<file path="src/sv/jscm_pkg.sv">
// ----------------------------------------------------------------------------
// jscm_pkg: shared types and constants of the job slot concurrency manager
// Holds command, result and state codes plus the control and status
// structs that join the controller to the datapath.
// ----------------------------------------------------------------------------
package jscm_pkg;

    // Table geometry.
    localparam int SLOTS  = 16;
    localparam int SLOT_W = $clog2(SLOTS);
    localparam int CNT_W  = $clog2(SLOTS + 1);

    // Field widths.
    localparam int CMD_W   = 3;
    localparam int ID_W    = 22;
    localparam int STAMP_W = 32;
    localparam int LIM_W   = 7;
    localparam int SLOT_OW = 6;

    // Limit after reset.
    localparam logic [LIM_W-1:0] LIMIT_RESET = LIM_W'(3);

    typedef enum logic [CMD_W-1:0] {
        CMD_ADD      = 3'd0,
        CMD_STOP     = 3'd1,
        CMD_RESUME   = 3'd2,
        CMD_KILL     = 3'd3,
        CMD_LIST     = 3'd4,
        CMD_REAPED   = 3'd5,
        CMD_KILL_ALL = 3'd6,
        CMD_NOP      = 3'd7
    } cmd_t;

    typedef enum logic [1:0] {
        CODE_OK        = 2'd0,
        CODE_NOT_FOUND = 2'd1,
        CODE_FULL      = 2'd2
    } code_t;

    typedef enum logic [1:0] {
        ST_RUNNING = 2'd0,
        ST_STOPPED = 2'd1,
        ST_DEAD    = 2'd2
    } entry_state_t;

    typedef enum logic [1:0] {
        SIDE_NONE    = 2'd0,
        SIDE_RESUMED = 2'd1,
        SIDE_STOPPED = 2'd2
    } side_t;

    typedef enum logic [2:0] {
        S_IDLE,
        S_SCAN1,
        S_APPLY,
        S_SCAN2,
        S_DECIDE,
        S_ADD,
        S_KALL,
        S_LIST
    } fsm_t;

    // Commands from the controller to the datapath.
    typedef struct packed {
        logic cap;
        logic scan1;
        logic apply;
        logic scan2;
        logic side;
        logic add;
        logic kall;
        logic list;
    } ctrl_t;

    // Status from the datapath to the controller.
    typedef struct packed {
        cmd_t cmd;
        logic scan_end;
        logic out_busy;
    } stat_t;

endpackage

</file>
<file path="src/sv/jscm_ctrl.sv">
// ----------------------------------------------------------------------------
// jscm_ctrl: command sequencer
// Steps each transaction through its scans and result loads.
// ----------------------------------------------------------------------------
module jscm_ctrl (
    input  logic              clk,
    input  logic              rst_n,
    input  logic              in_valid,
    input  jscm_pkg::cmd_t    in_cmd,
    input  jscm_pkg::stat_t   stat,
    output logic              in_ready,
    output jscm_pkg::ctrl_t   ctl
);

    jscm_pkg::fsm_t state_reg;
    jscm_pkg::fsm_t state_next;

    // State register.
    always_ff @(posedge clk or negedge rst_n)
    begin
        if (!rst_n)
        begin
            state_reg <= jscm_pkg::S_IDLE;
        end
        else
        begin
            state_reg <= state_next;
        end
    end

    // Next state and commands.
    always_comb
    begin
        state_next = state_reg;
        ctl        = '0;
        in_ready   = 1'b0;
        case (state_reg)
            jscm_pkg::S_IDLE:
            begin
                in_ready = 1'b1;
                if (in_valid)
                begin
                    ctl.cap = 1'b1;
                    case (in_cmd)
                        jscm_pkg::CMD_ADD:      state_next = jscm_pkg::S_SCAN2;
                        jscm_pkg::CMD_STOP,
                        jscm_pkg::CMD_RESUME,
                        jscm_pkg::CMD_KILL,
                        jscm_pkg::CMD_REAPED:   state_next = jscm_pkg::S_SCAN1;
                        jscm_pkg::CMD_LIST:     state_next = jscm_pkg::S_LIST;
                        jscm_pkg::CMD_KILL_ALL: state_next = jscm_pkg::S_KALL;
                        default:                state_next = jscm_pkg::S_IDLE;
                    endcase
                end
            end
            jscm_pkg::S_SCAN1:
            begin
                if (stat.scan_end)
                begin
                    state_next = jscm_pkg::S_APPLY;
                end
                else
                begin
                    ctl.scan1 = 1'b1;
                end
            end
            jscm_pkg::S_APPLY:
            begin
                ctl.apply  = 1'b1;
                state_next = jscm_pkg::S_SCAN2;
            end
            jscm_pkg::S_SCAN2:
            begin
                if (stat.scan_end)
                begin
                    state_next = (stat.cmd == jscm_pkg::CMD_ADD) ? jscm_pkg::S_ADD
                                                                  : jscm_pkg::S_DECIDE;
                end
                else
                begin
                    ctl.scan2 = 1'b1;
                end
            end
            jscm_pkg::S_DECIDE:
            begin
                if (!stat.out_busy)
                begin
                    ctl.side   = 1'b1;
                    state_next = jscm_pkg::S_IDLE;
                end
            end
            jscm_pkg::S_ADD:
            begin
                if (!stat.out_busy)
                begin
                    ctl.add    = 1'b1;
                    state_next = jscm_pkg::S_IDLE;
                end
            end
            jscm_pkg::S_KALL:
            begin
                if (!stat.out_busy)
                begin
                    ctl.kall   = 1'b1;
                    state_next = jscm_pkg::S_IDLE;
                end
            end
            jscm_pkg::S_LIST:
            begin
                if (stat.scan_end)
                begin
                    state_next = jscm_pkg::S_IDLE;
                end
                else if (!stat.out_busy)
                begin
                    ctl.list = 1'b1;
                end
            end
            default:
            begin
                state_next = jscm_pkg::S_IDLE;
            end
        endcase
    end

endmodule

</file>
<file path="src/sv/jscm_datapath.sv">
// ----------------------------------------------------------------------------
// jscm_datapath: slot table, scan unit and result register
// Holds the job table and flags, walks one slot per cycle in its scans under
// command of the controller, and presents results through a valid/ready register.
// ----------------------------------------------------------------------------
module jscm_datapath (
    input  logic                                clk,
    input  logic                                rst_n,
    input  jscm_pkg::ctrl_t                     ctl,
    output jscm_pkg::stat_t                     stat,
    input  logic [jscm_pkg::CMD_W-1:0]          cmd,
    input  logic [jscm_pkg::ID_W-1:0]           job_id,
    input  logic [jscm_pkg::STAMP_W-1:0]        now,
    input  logic                                cfg_we,
    input  logic [jscm_pkg::LIM_W-1:0]          cfg_wdata,
    output logic                                out_valid,
    input  logic                                out_ready,
    output logic [1:0]                          code,
    output logic [jscm_pkg::ID_W-1:0]           entry_id,
    output logic [jscm_pkg::SLOT_OW-1:0]        slot,
    output logic [1:0]                          entry_state,
    output logic [jscm_pkg::STAMP_W-1:0]        stamp,
    output logic [1:0]                          side_action,
    output logic [jscm_pkg::ID_W-1:0]           side_id,
    output logic                                last
);

    localparam int SW = jscm_pkg::SLOT_W;
    localparam int CW = jscm_pkg::CNT_W;
    localparam int IW = jscm_pkg::ID_W;
    localparam int TW = jscm_pkg::STAMP_W;
    localparam int LW = jscm_pkg::LIM_W;

    // Table storage.
    logic [IW-1:0]             id_mem_reg    [jscm_pkg::SLOTS];
    logic [TW-1:0]             stamp_mem_reg [jscm_pkg::SLOTS];
    logic [jscm_pkg::SLOTS-1:0] run_reg, run_next;
    logic [jscm_pkg::SLOTS-1:0] stop_reg, stop_next;
    logic [CW-1:0]             count_reg, count_next;
    logic [LW-1:0]             limit_reg, limit_next;

    // Captured transaction and scan state.
    jscm_pkg::cmd_t            cmd_reg, cmd_next;
    logic [IW-1:0]             jid_reg, jid_next;
    logic [TW-1:0]             now_reg, now_next;
    logic [CW-1:0]             idx_reg, idx_next;
    logic                      found_reg, found_next;
    logic [SW-1:0]             f_reg, f_next;
    logic [CW-1:0]             nrun_reg, nrun_next;
    logic                      bv_reg, bv_next;
    logic [SW-1:0]             best_reg, best_next;
    logic [TW-1:0]             bstamp_reg, bstamp_next;
    logic [IW-1:0]             bid_reg, bid_next;

    // Result register.
    logic                      ov_reg, ov_next;
    logic [1:0]                code_reg, code_next;
    logic [IW-1:0]             eid_reg, eid_next;
    logic [jscm_pkg::SLOT_OW-1:0] slot_reg, slot_next;
    logic [1:0]                est_reg, est_next;
    logic [TW-1:0]             stamp_reg, stamp_next;
    logic [1:0]                act_reg, act_next;
    logic [IW-1:0]             sid_reg, sid_next;
    logic                      last_reg, last_next;

    // Table write port.
    logic                      st_we, id_we;
    logic [SW-1:0]             wr_addr;

    logic [SW-1:0]             cur;
    logic [IW-1:0]             cur_id;
    logic [TW-1:0]             cur_stamp;
    logic                      tgt;
    logic                      side_ok;
    logic                      add_run;

    assign cur       = idx_reg[SW-1:0];
    assign cur_id    = id_mem_reg[cur];
    assign cur_stamp = stamp_mem_reg[cur];

    assign stat.cmd      = cmd_reg;
    assign stat.scan_end = (idx_reg == count_reg);
    assign stat.out_busy = ov_reg;

    // Next-state logic of the datapath.
    always_comb
    begin
        run_next    = run_reg;
        stop_next   = stop_reg;
        count_next  = count_reg;
        limit_next  = cfg_we ? cfg_wdata : limit_reg;
        cmd_next    = cmd_reg;
        jid_next    = jid_reg;
        now_next    = now_reg;
        idx_next    = idx_reg;
        found_next  = found_reg;
        f_next      = f_reg;
        nrun_next   = nrun_reg;
        bv_next     = bv_reg;
        best_next   = best_reg;
        bstamp_next = bstamp_reg;
        bid_next    = bid_reg;
        ov_next     = ov_reg && !out_ready;
        code_next   = code_reg;
        eid_next    = eid_reg;
        slot_next   = slot_reg;
        est_next    = est_reg;
        stamp_next  = stamp_reg;
        act_next    = act_reg;
        sid_next    = sid_reg;
        last_next   = last_reg;
        st_we       = 1'b0;
        id_we       = 1'b0;
        wr_addr     = f_reg;
        tgt         = (cmd_reg == jscm_pkg::CMD_RESUME) ? run_reg[cur] : stop_reg[cur];
        add_run     = ({{(LW-CW){1'b0}}, nrun_reg} < limit_reg);
        if (cmd_reg == jscm_pkg::CMD_RESUME)
        begin
            side_ok = (count_reg != '0) && ({{(LW-CW){1'b0}}, nrun_reg} > limit_reg)
                      && bv_reg && (bid_reg != jid_reg);
        end
        else
        begin
            side_ok = (count_reg != '0) && ({{(LW-CW){1'b0}}, nrun_reg} < limit_reg)
                      && bv_reg && (bid_reg != jid_reg);
        end

        // Capture a new transaction and clear the scan state.
        if (ctl.cap)
        begin
            cmd_next   = jscm_pkg::cmd_t'(cmd);
            jid_next   = job_id;
            now_next   = now;
            idx_next   = '0;
            found_next = 1'b0;
            f_next     = '0;
            nrun_next  = '0;
            bv_next    = 1'b0;
        end

        // First scan: locate the first live entry with the named id.
        if (ctl.scan1)
        begin
            idx_next = idx_reg + CW'(1);
            if (!found_reg && (run_reg[cur] || stop_reg[cur]) && (cur_id == jid_reg))
            begin
                found_next = 1'b1;
                f_next     = cur;
            end
        end

        // Change the named entry.
        if (ctl.apply)
        begin
            idx_next = '0;
            if (found_reg)
            begin
                run_next[f_reg]  = (cmd_reg == jscm_pkg::CMD_RESUME);
                stop_next[f_reg] = (cmd_reg == jscm_pkg::CMD_STOP);
                st_we            = 1'b1;
                wr_addr          = f_reg;
            end
        end

        // Second scan: count running jobs and find the earliest candidate.
        if (ctl.scan2)
        begin
            idx_next = idx_reg + CW'(1);
            if (run_reg[cur])
            begin
                nrun_next = nrun_reg + CW'(1);
            end
            if (tgt && (!bv_reg || (cur_stamp < bstamp_reg)))
            begin
                bv_next     = 1'b1;
                best_next   = cur;
                bstamp_next = cur_stamp;
                bid_next    = cur_id;
            end
        end

        // Side action and the result of stop, resume, kill and reaped.
        if (ctl.side)
        begin
            ov_next   = 1'b1;
            last_next = 1'b1;
            act_next  = jscm_pkg::SIDE_NONE;
            sid_next  = '0;
            if (side_ok)
            begin
                st_we    = 1'b1;
                wr_addr  = best_reg;
                sid_next = bid_reg;
                if (cmd_reg == jscm_pkg::CMD_RESUME)
                begin
                    run_next[best_reg]  = 1'b0;
                    stop_next[best_reg] = 1'b1;
                    act_next            = jscm_pkg::SIDE_STOPPED;
                end
                else
                begin
                    run_next[best_reg]  = 1'b1;
                    stop_next[best_reg] = 1'b0;
                    act_next            = jscm_pkg::SIDE_RESUMED;
                end
            end
            eid_next = jid_reg;
            if (found_reg)
            begin
                code_next  = jscm_pkg::CODE_OK;
                slot_next  = jscm_pkg::SLOT_OW'(f_reg);
                stamp_next = now_reg;
                case (cmd_reg)
                    jscm_pkg::CMD_RESUME: est_next = jscm_pkg::ST_RUNNING;
                    jscm_pkg::CMD_STOP:   est_next = jscm_pkg::ST_STOPPED;
                    default:              est_next = jscm_pkg::ST_DEAD;
                endcase
            end
            else
            begin
                code_next  = jscm_pkg::CODE_NOT_FOUND;
                slot_next  = '0;
                stamp_next = '0;
                est_next   = jscm_pkg::ST_RUNNING;
            end
        end

        // Append a job, or reject it when the table is full.
        if (ctl.add)
        begin
            ov_next   = 1'b1;
            last_next = 1'b1;
            act_next  = jscm_pkg::SIDE_NONE;
            sid_next  = '0;
            eid_next  = jid_reg;
            if (count_reg >= CW'(jscm_pkg::SLOTS))
            begin
                code_next  = jscm_pkg::CODE_FULL;
                slot_next  = '0;
                est_next   = jscm_pkg::ST_RUNNING;
                stamp_next = '0;
            end
            else
            begin
                wr_addr    = count_reg[SW-1:0];
                st_we      = 1'b1;
                id_we      = 1'b1;
                run_next[count_reg[SW-1:0]]  = add_run;
                stop_next[count_reg[SW-1:0]] = !add_run;
                count_next = count_reg + CW'(1);
                code_next  = jscm_pkg::CODE_OK;
                slot_next  = jscm_pkg::SLOT_OW'(count_reg[SW-1:0]);
                est_next   = add_run ? jscm_pkg::ST_RUNNING : jscm_pkg::ST_STOPPED;
                stamp_next = now_reg;
            end
        end

        // Mark every entry dead.
        if (ctl.kall)
        begin
            run_next   = '0;
            stop_next  = '0;
            ov_next    = 1'b1;
            last_next  = 1'b1;
            code_next  = jscm_pkg::CODE_OK;
            eid_next   = '0;
            slot_next  = '0;
            est_next   = jscm_pkg::ST_RUNNING;
            stamp_next = '0;
            act_next   = jscm_pkg::SIDE_NONE;
            sid_next   = '0;
        end

        // Report one occupied slot.
        if (ctl.list)
        begin
            idx_next   = idx_reg + CW'(1);
            ov_next    = 1'b1;
            last_next  = (idx_reg + CW'(1) == count_reg);
            code_next  = jscm_pkg::CODE_OK;
            eid_next   = cur_id;
            slot_next  = jscm_pkg::SLOT_OW'(cur);
            stamp_next = cur_stamp;
            act_next   = jscm_pkg::SIDE_NONE;
            sid_next   = '0;
            if (run_reg[cur])
            begin
                est_next = jscm_pkg::ST_RUNNING;
            end
            else if (stop_reg[cur])
            begin
                est_next = jscm_pkg::ST_STOPPED;
            end
            else
            begin
                est_next = jscm_pkg::ST_DEAD;
            end
        end
    end

    // Control registers.
    always_ff @(posedge clk or negedge rst_n)
    begin
        if (!rst_n)
        begin
            run_reg   <= '0;
            stop_reg  <= '0;
            count_reg <= '0;
            limit_reg <= jscm_pkg::LIMIT_RESET;
            ov_reg    <= 1'b0;
        end
        else
        begin
            run_reg   <= run_next;
            stop_reg  <= stop_next;
            count_reg <= count_next;
            limit_reg <= limit_next;
            ov_reg    <= ov_next;
        end
    end

    // Payload and scan registers.
    always_ff @(posedge clk)
    begin
        cmd_reg    <= cmd_next;
        jid_reg    <= jid_next;
        now_reg    <= now_next;
        idx_reg    <= idx_next;
        found_reg  <= found_next;
        f_reg      <= f_next;
        nrun_reg   <= nrun_next;
        bv_reg     <= bv_next;
        best_reg   <= best_next;
        bstamp_reg <= bstamp_next;
        bid_reg    <= bid_next;
        code_reg   <= code_next;
        eid_reg    <= eid_next;
        slot_reg   <= slot_next;
        est_reg    <= est_next;
        stamp_reg  <= stamp_next;
        act_reg    <= act_next;
        sid_reg    <= sid_next;
        last_reg   <= last_next;
        if (st_we)
        begin
            stamp_mem_reg[wr_addr] <= now_reg;
        end
        if (id_we)
        begin
            id_mem_reg[wr_addr] <= jid_reg;
        end
    end

    assign out_valid   = ov_reg;
    assign code        = code_reg;
    assign entry_id    = eid_reg;
    assign slot        = slot_reg;
    assign entry_state = est_reg;
    assign stamp       = stamp_reg;
    assign side_action = act_reg;
    assign side_id     = sid_reg;
    assign last        = last_reg;

endmodule

</file>
<file path="src/sv/job_slot_concurrency_manager_top.sv">
// ----------------------------------------------------------------------------
// job_slot_concurrency_manager_top: job slot table with a running-job cap
// Top level joining the command sequencer and the table datapath.
// ----------------------------------------------------------------------------
// One transaction is handled at a time; the table is walked one slot per
// cycle in the scans, while list waits for each result to be taken before
// it loads the next. Stop, resume, kill and reaped use two scans (one to
// find the job, one to count running jobs and pick the earliest candidate),
// add uses the second scan only and kill_all none. A result that is still
// waiting in the output register holds back the load of the next one. A new
// transaction is taken as soon as the result has been loaded into the output
// register, which holds it until it is taken.
module job_slot_concurrency_manager_top (
    input  logic                                clk,
    input  logic                                rst_n,
    input  logic                                in_valid,
    output logic                                in_ready,
    input  logic [jscm_pkg::CMD_W-1:0]          cmd,
    input  logic [jscm_pkg::ID_W-1:0]           job_id,
    input  logic [jscm_pkg::STAMP_W-1:0]        now,
    input  logic                                cfg_we,
    input  logic [jscm_pkg::LIM_W-1:0]          cfg_wdata,
    output logic                                out_valid,
    input  logic                                out_ready,
    output logic [1:0]                          code,
    output logic [jscm_pkg::ID_W-1:0]           entry_id,
    output logic [jscm_pkg::SLOT_OW-1:0]        slot,
    output logic [1:0]                          entry_state,
    output logic [jscm_pkg::STAMP_W-1:0]        stamp,
    output logic [1:0]                          side_action,
    output logic [jscm_pkg::ID_W-1:0]           side_id,
    output logic                                last
);

    jscm_pkg::ctrl_t ctl;
    jscm_pkg::stat_t stat;

    // Sequencer.
    jscm_ctrl u_ctrl (
        .clk      (clk),
        .rst_n    (rst_n),
        .in_valid (in_valid),
        .in_cmd   (jscm_pkg::cmd_t'(cmd)),
        .stat     (stat),
        .in_ready (in_ready),
        .ctl      (ctl)
    );

    // Table and result datapath.
    jscm_datapath u_dp (
        .clk         (clk),
        .rst_n       (rst_n),
        .ctl         (ctl),
        .stat        (stat),
        .cmd         (cmd),
        .job_id      (job_id),
        .now         (now),
        .cfg_we      (cfg_we),
        .cfg_wdata   (cfg_wdata),
        .out_valid   (out_valid),
        .out_ready   (out_ready),
        .code        (code),
        .entry_id    (entry_id),
        .slot        (slot),
        .entry_state (entry_state),
        .stamp       (stamp),
        .side_action (side_action),
        .side_id     (side_id),
        .last        (last)
    );

endmodule

</file>
<file path="config.mk">
export PLATFORM = sky130hd
export DESIGN_NAME = job_slot_concurrency_manager_top
export DESIGN_NICKNAME = d
export VERILOG_FILES = /design/src/sv/jscm_pkg.sv /design/src/sv/jscm_ctrl.sv /design/src/sv/jscm_datapath.sv /design/src/sv/job_slot_concurrency_manager_top.sv
export SDC_FILE = /design/constraint.sdc
export NUM_CORES = 1
export LEC_CHECK = 0
export ABC_CLOCK_PERIOD_IN_PS = 11500
export BUFFER_PORTS_ARGS = -buffer_cell sky130_fd_sc_hd__clkbuf_2
export CAP_MARGIN = 20
export CORE_MARGIN = 4
export CORE_UTILIZATION = 62
export DETAILED_ROUTE_END_ITERATION = 7
export GPL_ROUTABILITY_DRIVEN = 0
export MAX_ROUTING_LAYER = met4
export PLACE_DENSITY = 0.77
export SLEW_MARGIN = 30
export SYNTH_ARGS = -nofsm -noshare
export SYNTH_HDL_FRONTEND = slang
export SYNTH_SLANG_ARGS = --single-unit
</file>
<file path="constraint.sdc">
create_clock -name clk -period 11.5 [get_ports clk]
set_input_delay 0.575 -clock clk [delete_from_list [all_inputs] [get_ports clk]]
set_output_delay 0.575 -clock clk [all_outputs]
set_load 0.01 [all_outputs]
</file>
Word level (Yosys, flattened, before mapping)
Memory sizes are Yosys's and may differ from the RTL's. A register that Yosys moved wholly into a read port is not among the register bits.
Cells that the tools add are included.
{"block": "totals", "register_bits": 268, "latch_bits": 0, "ram_bits": 864, "rom_bits": 0, "out_inout_bits": 91, "wordCells": 234, "memories": 2}
{"name": "u_dp.stamp_mem_reg", "words": 16, "width": 32, "rd": 1, "rd_ports_with_merged_regs": 1, "wr": 1, "line_no": "jscm_datapath.sv:36", "rtl": "logic [TW-1:0] stamp_mem_reg [jscm_pkg::SLOTS];"}
{"name": "u_dp.id_mem_reg", "words": 16, "width": 22, "rd": 1, "rd_ports_with_merged_regs": 1, "wr": 1, "line_no": "jscm_datapath.sv:35", "rtl": "logic [IW-1:0] id_mem_reg [jscm_pkg::SLOTS];"}
{"block": "op_classes", "addsub": 3, "multipliers": 0, "n_div": 0, "magnitude_cmp": 11, "n_eq_ne": 24, "shifts": 0, "mux": 129, "n_bitwise": 6, "reduce_logical": 33}
{"operator": "$mux 16", "count": 16}
{"operator": "$mux 32", "count": 6}
{"operator": "$mux 22", "count": 5}
{"operator": "$bwmux 16", "count": 4}
{"operator": "$mux 4", "count": 13}
{"operator": "$mux 1", "count": 49}
{"operator": "$mux 5", "count": 8}
{"operator": "$and 16x16->16", "count": 2}
{"operator": "$lt 32x32->1", "count": 1}
{"operator": "$or 16x16->16", "count": 2}
{"operator": "$mux 2", "count": 13}
{"operator": "$eq 22x22->1", "count": 1}
{"operator": "$ne 22x22->1", "count": 1}
{"operator": "$eq 3x3->1 const B", "count": 7}
{"operator": "$lt 4x5->1 const B", "count": 4}
{"operator": "$pmux 3 s6", "count": 1}
{"operator": "$not 16->16", "count": 1}
{"operator": "$add 5x1->5 const B", "count": 3}
{"operator": "$eq 3x2->1 const B", "count": 5}
{"operator": "$mux 3", "count": 5}
{"operator": "$logic_and 1x1->1", "count": 13}
{"operator": "$demux 1 s4", "count": 3}
{"operator": "$ge 4x1->1 const B", "count": 3}
{"operator": "$mux 6", "count": 2}
{"operator": "21 further kinds", "count": 38}

Logic depth before layout (Yosys ltp)
{"block": "logic_depth", "word_depth": 15, "mapped_depth": 17, "mapped_depth_nobuf": 11}

Cells and area by module
From an unflattened synthesis, not the netlist that was laid out.
{"block": "hier_totals", "cells_unflattened": 2444, "area_unflattened_um2": 45818.9}
{"module": "jscm_datapath", "n_inst": 1, "cells_per_inst": 2400, "area_each_um2": 45488.6}
{"module": "jscm_ctrl", "n_inst": 1, "cells_per_inst": 44, "area_each_um2": 330.3}

Worst setup path before layout
No wires, ideal clock.
{"block": "synth_timing", "kind": "register -> register", "from": "reg with a tool-made name", "to": "reg u_dp.best_reg[0] (enable)", "setup_ns": 0.579, "arrival_time_ns": 8.274, "setup_slack_ns": 2.647, "path_stages_with_launch": 17, "n_path_buf": 5, "period_less_slack_ns": 8.853, "cell_sequence": "dfxtp_1 -> buf_6 -> buf_6 -> buf_6 -> buf_2 -> buf_2 -> mux4_2 -> mux4_2 -> ha_1 -> a21o_1 -> a21o_1 -> a21o_1 -> a21o_1 -> a21o_1 -> a21o_1 -> a21o_1 -> a311oi_1"}
{"item": "end signal, assigned", "line_no": "jscm_datapath.sv:333", "rtl": "best_reg <= best_next;"}
{"item": "end, declared", "line_no": "jscm_datapath.sv:51", "rtl": "logic [SW-1:0] best_reg, best_next;"}

==> qor.tcl <==
set qor(layout_stage_area_growth_over_the_synthesis_result_pct) 12.2
set qor(cts-buffers-inserted) 111
set qor(total_of_flip_flops_plus_latches_after_synthesis) 1134
set qor(criticalPathCategory) {flop to flop}
set qor(pin_count_of_the_biggest_net_entering_global_routing) 113
set qor(initial_core_util_pct) 62.9
set qor(core_area_sq_um) 73500
set qor(setup_viol) 0
set qor(critPathArrivalTime_ns) 5.80
set qor(cts_hold_bufs) 0
set qor(min_path_type) {input pin to async pin}
set qor(rr_endpoint) {u_dp.bid_reg[8]$_DFFE_PP_}
set qor(synth_sequential_area_ratio_pct) 72.2
set qor(grt_pass1_wl_mm) 174
set qor(critical_path.endpoint_type) {flop}
set qor(finalClockSkew_ns) 0.0287
set qor(drive_gt1_share_pct) 24.5
set qor(detail_route.wirelength_mm) 118
set qor(cts_tree) {yes}
set qor(dpl.hpwl_mm) 64.3
set qor(cts_buffer_depth) 3
set qor(die_height_microns) 281
set qor(grt_pass1_vias) 26411
set qor(setup_slack_after_layout_ns) 6.00
set qor(irDropWorstVdd_v) 0.000166
set qor(regArea_sq_um) 33400
set qor(synthDominantAreaCellType) {sky130_fd_sc_hd__edfxtp_1}
set qor(initialDrtViolationCount) 3773
set qor(synthFlopType) {sky130_fd_sc_hd__edfxtp_1}
set qor(fmax_ghz) 0.182
set qor(avgViaCountPerCell) 6.94
set qor(drt.antenna.violating_nets) 0
set qor(grt_setup_unrepaired) {no}
set qor(critical_path_buf_inv_count) 3
set qor(reg2regPathDepth) 13
set qor(final_hold_vios) 0
set qor(critical_path.startpoint_type) {flop}
set qor(grt_overflow) 0
set qor(crit_path_max_fanout) 41
set qor(cts.sink_count) 1134
set qor(fill_count) 4344
set qor(final_nets) 2882
set qor(synthesis.area_sq_um) 46200
set qor(portBuffers) 157
set qor(largest_reg_flops) 512
set qor(synth_top_cell_area_share_pct) 67.9
set qor(synth_area_leaders) {sky130_fd_sc_hd__edfxtp_1 (68%), sky130_fd_sc_hd__mux4_2 (11%), sky130_fd_sc_hd__dfrtp_1 (2.5%), sky130_fd_sc_hd__dfxtp_1 (1.8%), sky130_fd_sc_hd__mux2i_1 (1.3%)}
set qor(synth-async-reset-ratio_pct) 4.23
set qor(crit_path_frequent_cell) {sky130_fd_sc_hd__a21o_1}
set qor(synth_edf_count) 1045
set qor(clock_latency_ns) 0.68
set qor(post-route-drc-count) 0
set qor(wire_per_inst_microns) 31.0
set qor(power-per-cell-area_nw_per_um2) 228
set qor(die_area_sq_um) 79000
set qor(critPathSlowestCell) {sky130_fd_sc_hd__dfxtp_4}
set qor(post-place-ws_ns) 6.05
set qor(clock_tree.htree_level_count) 3
set qor(final.period_utilization_pct) 47.8
set qor(die_x_microns) 281
set qor(cells_traversed_along_the_worst_timing_path) {clkinv_2, buf_4, mux4_2, ha_1, a21o_1, a21o_1, a21o_1, a21o_1, a21o_1, a221oi_1, nand2_1, a311oi_4, buf_4}
set qor(per_instance_average_area_after_synthesis_sq_um) 18.0
set qor(synth.yosys.warnings) 0
set qor(critical-path-max-stage-delay_ns) 0.78
set qor(global_route.usage.total_pct) 31.1
set qor(cpLargestDelayFamily) {buffers and inverters}
set qor(detailedRoute.firstPassIterationCount) 6
set qor(post_cts_resized) 0
set qor(r2r_setup_slack_ns) 6.00
set qor(fin_tns_setup_ns) 0
set qor(cts.reportedPaths.clkPinSlew_ns) 0.07
set qor(max_slew_margin_pct) 27.8
set qor(num_rows) 99
set qor(cts_root_buf) {sky130_fd_sc_hd__clkbuf_16}
set qor(area_of_the_multi_input_gates_sq_um) 12100
set qor(overall_via_count_from_detail_route) 26504
set qor(number_of_placed_i_o_pins) 160
set qor(antenna_violations_before_repair) 2
set qor(post-cts-setup-buffers) 0
set qor(status) {finished clean}
set qor(post_synthesis_cell_count) 2574
set qor(final_critical_path_time_including_i_o_delays_and_setup_ns) 5.50
set qor(timing_worst_slew_pin_value_ns) 1.08
set qor(cap_violations) 0
set qor(power.static_leakage_nw) 17.6
set qor(maxSlewViolCount) 0
set qor(netlist-cell-type-count) 86
set qor(worstPathRequired_ns) 11.81
[where the power goes]
part	total [mW]	internal (mW)	switching, mW
clock	3.56	2.04	1.52
combinational	3.10	1.34	1.76
sequential	5.14	4.83	0.312
total	11.8	8.21	3.59
[kinds of logic after synthesis]
group / after synthesis / share of synthesized area [%]
flops: 1134 / 72.2
simple gates: 455 / 4.66
compound gates: 339 / 5.18
mux: 321 / 13.2
buf+inv: 200 / 2.02
xor+xnor: 82 / 1.55
fa+ha+maj: 42 / 1.14
other cells: 1 / 0.00811
[final cells by class]
| type | count | area share, % |
|---|---|---|
| clock inverters | 64 | 1.18 |
| inverters | 57 | 0.420 |
| well taps | 959 | 2.31 |
| multi-input cells | 1241 | 23.3 |
| flip-flops and latches | 1134 | 64.4 |
| repair buffers | 226 | 2.64 |
| diodes | 1 | 0.00482 |
| clock buffers | 139 | 5.70 |
[layer usage]
metal	vias up	track usage, %	share of wire, %
met3	335	4.58	11
met2	1922	48.3	49
met1	13546	42.9	37
met4	0	11.2	3.8
met5	-	-	0
li1	10701	-	-
[stage by stage]
| stage | power (mW) | hold WS, ns | cell area (sq um) | utilization, % | std cells |
|---|---|---|---|---|---|
| 6_report | 11.8 | 0.0205 | 51900 | 70.6 | 3821 |
| 3_5_place_dp | 8.22 | 0.456 | 48300 | 65.7 | 3615 |
| 5_1_grt | 12.2 | 0.0505 | 51900 | 70.6 | 3821 |
| 4_1_cts | 11.8 | 0.00939 | 51800 | 70.6 | 3818 |
| 2_1_floorplan | 7.33 | 0.279 | 46200 | - | 2575 |
| 3_3_place_gp | 8.12 | 0.442 | 48200 | 65.7 | 3614 |
[how the worst max path moves through the flow]
stage               from                    endpoint  slack, ns  cells after the start
floorplan           flop  u_dp.best_reg[0]$_DFFE_PP_       2.65                     16
global placement    flop  u_dp.bid_reg[10]$_DFFE_PP_       5.94                     13
detailed placement  flop  u_dp.bid_reg[10]$_DFFE_PP_       6.05                     14
CTS                 flop   u_dp.bid_reg[9]$_DFFE_PP_       5.98                     14
global route        flop   u_dp.bid_reg[8]$_DFFE_PP_       5.74                     13
finish              flop   u_dp.bid_reg[8]$_DFFE_PP_       6.00                     13
[Yosys cell counts, types with 11 or more instances]
master / count
sky130_fd_sc_hd__a22oi_1: 15
sky130_fd_sc_hd__nor4_1: 13
sky130_fd_sc_hd__buf_1: 15
sky130_fd_sc_hd__a31oi_1: 21
sky130_fd_sc_hd__nand3_1: 31
sky130_fd_sc_hd__nor2_1: 113
sky130_fd_sc_hd__buf_6: 11
sky130_fd_sc_hd__dfxtp_1: 41
sky130_fd_sc_hd__nor2b_1: 16
sky130_fd_sc_hd__and3_1: 14
sky130_fd_sc_hd__xor2_1: 48
sky130_fd_sc_hd__clkbuf_1: 71
sky130_fd_sc_hd__inv_1: 54
sky130_fd_sc_hd__xnor2_1: 34
sky130_fd_sc_hd__edfxtp_1: 1045
sky130_fd_sc_hd__nand4_1: 20
sky130_fd_sc_hd__nand2_1: 163
sky130_fd_sc_hd__o21ai_0: 67
sky130_fd_sc_hd__and2_1: 12
sky130_fd_sc_hd__nor3_1: 19
sky130_fd_sc_hd__mux2i_1: 62
sky130_fd_sc_hd__a21o_1: 29
sky130_fd_sc_hd__buf_2: 36
sky130_fd_sc_hd__mux2_2: 29
sky130_fd_sc_hd__a22o_1: 58
sky130_fd_sc_hd__ha_1: 42
sky130_fd_sc_hd__mux4_2: 225
sky130_fd_sc_hd__a211oi_1: 14
sky130_fd_sc_hd__dfrtp_1: 46
sky130_fd_sc_hd__a21oi_1: 50
[worst register-to-register path, stage by stage (launching register included)]
cell	delay, ns
sky130_fd_sc_hd__dfxtp_4	0.78
sky130_fd_sc_hd__clkinv_2	0.73
sky130_fd_sc_hd__buf_4	0.57
sky130_fd_sc_hd__mux4_2	0.57
sky130_fd_sc_hd__ha_1	0.35
sky130_fd_sc_hd__a21o_1	0.18
sky130_fd_sc_hd__a21o_1	0.17
sky130_fd_sc_hd__a21o_1	0.19
sky130_fd_sc_hd__a21o_1	0.18
sky130_fd_sc_hd__a21o_1	0.19
sky130_fd_sc_hd__a221oi_1	0.31
sky130_fd_sc_hd__nand2_1	0.15
sky130_fd_sc_hd__a311oi_4	0.25
sky130_fd_sc_hd__buf_4	0.48
[cell usage in the layout (no fill, tap or decap), drive strengths merged, types with 17 or more instances in the layout]
| master | count |
|---|---|
| nor3 | 19 |
| dfrtp | 46 |
| a21o | 29 |
| nor2b | 17 |
| mux2i | 63 |
| clkinv | 54 |
| nand3 | 31 |
| xor2 | 48 |
| inv | 55 |
| ha | 42 |
| a21oi | 50 |
| edfxtp | 1045 |
| dfxtp | 41 |
| xnor2 | 34 |
| clkbuf | 297 |
| nor2 | 115 |
| a22o | 58 |
| mux2 | 31 |
| buf | 68 |
| a31oi | 21 |
| mux4 | 227 |
| nand4 | 21 |
| o21ai | 69 |
| nand2 | 163 |
Power figures use the tool's default switching activity.
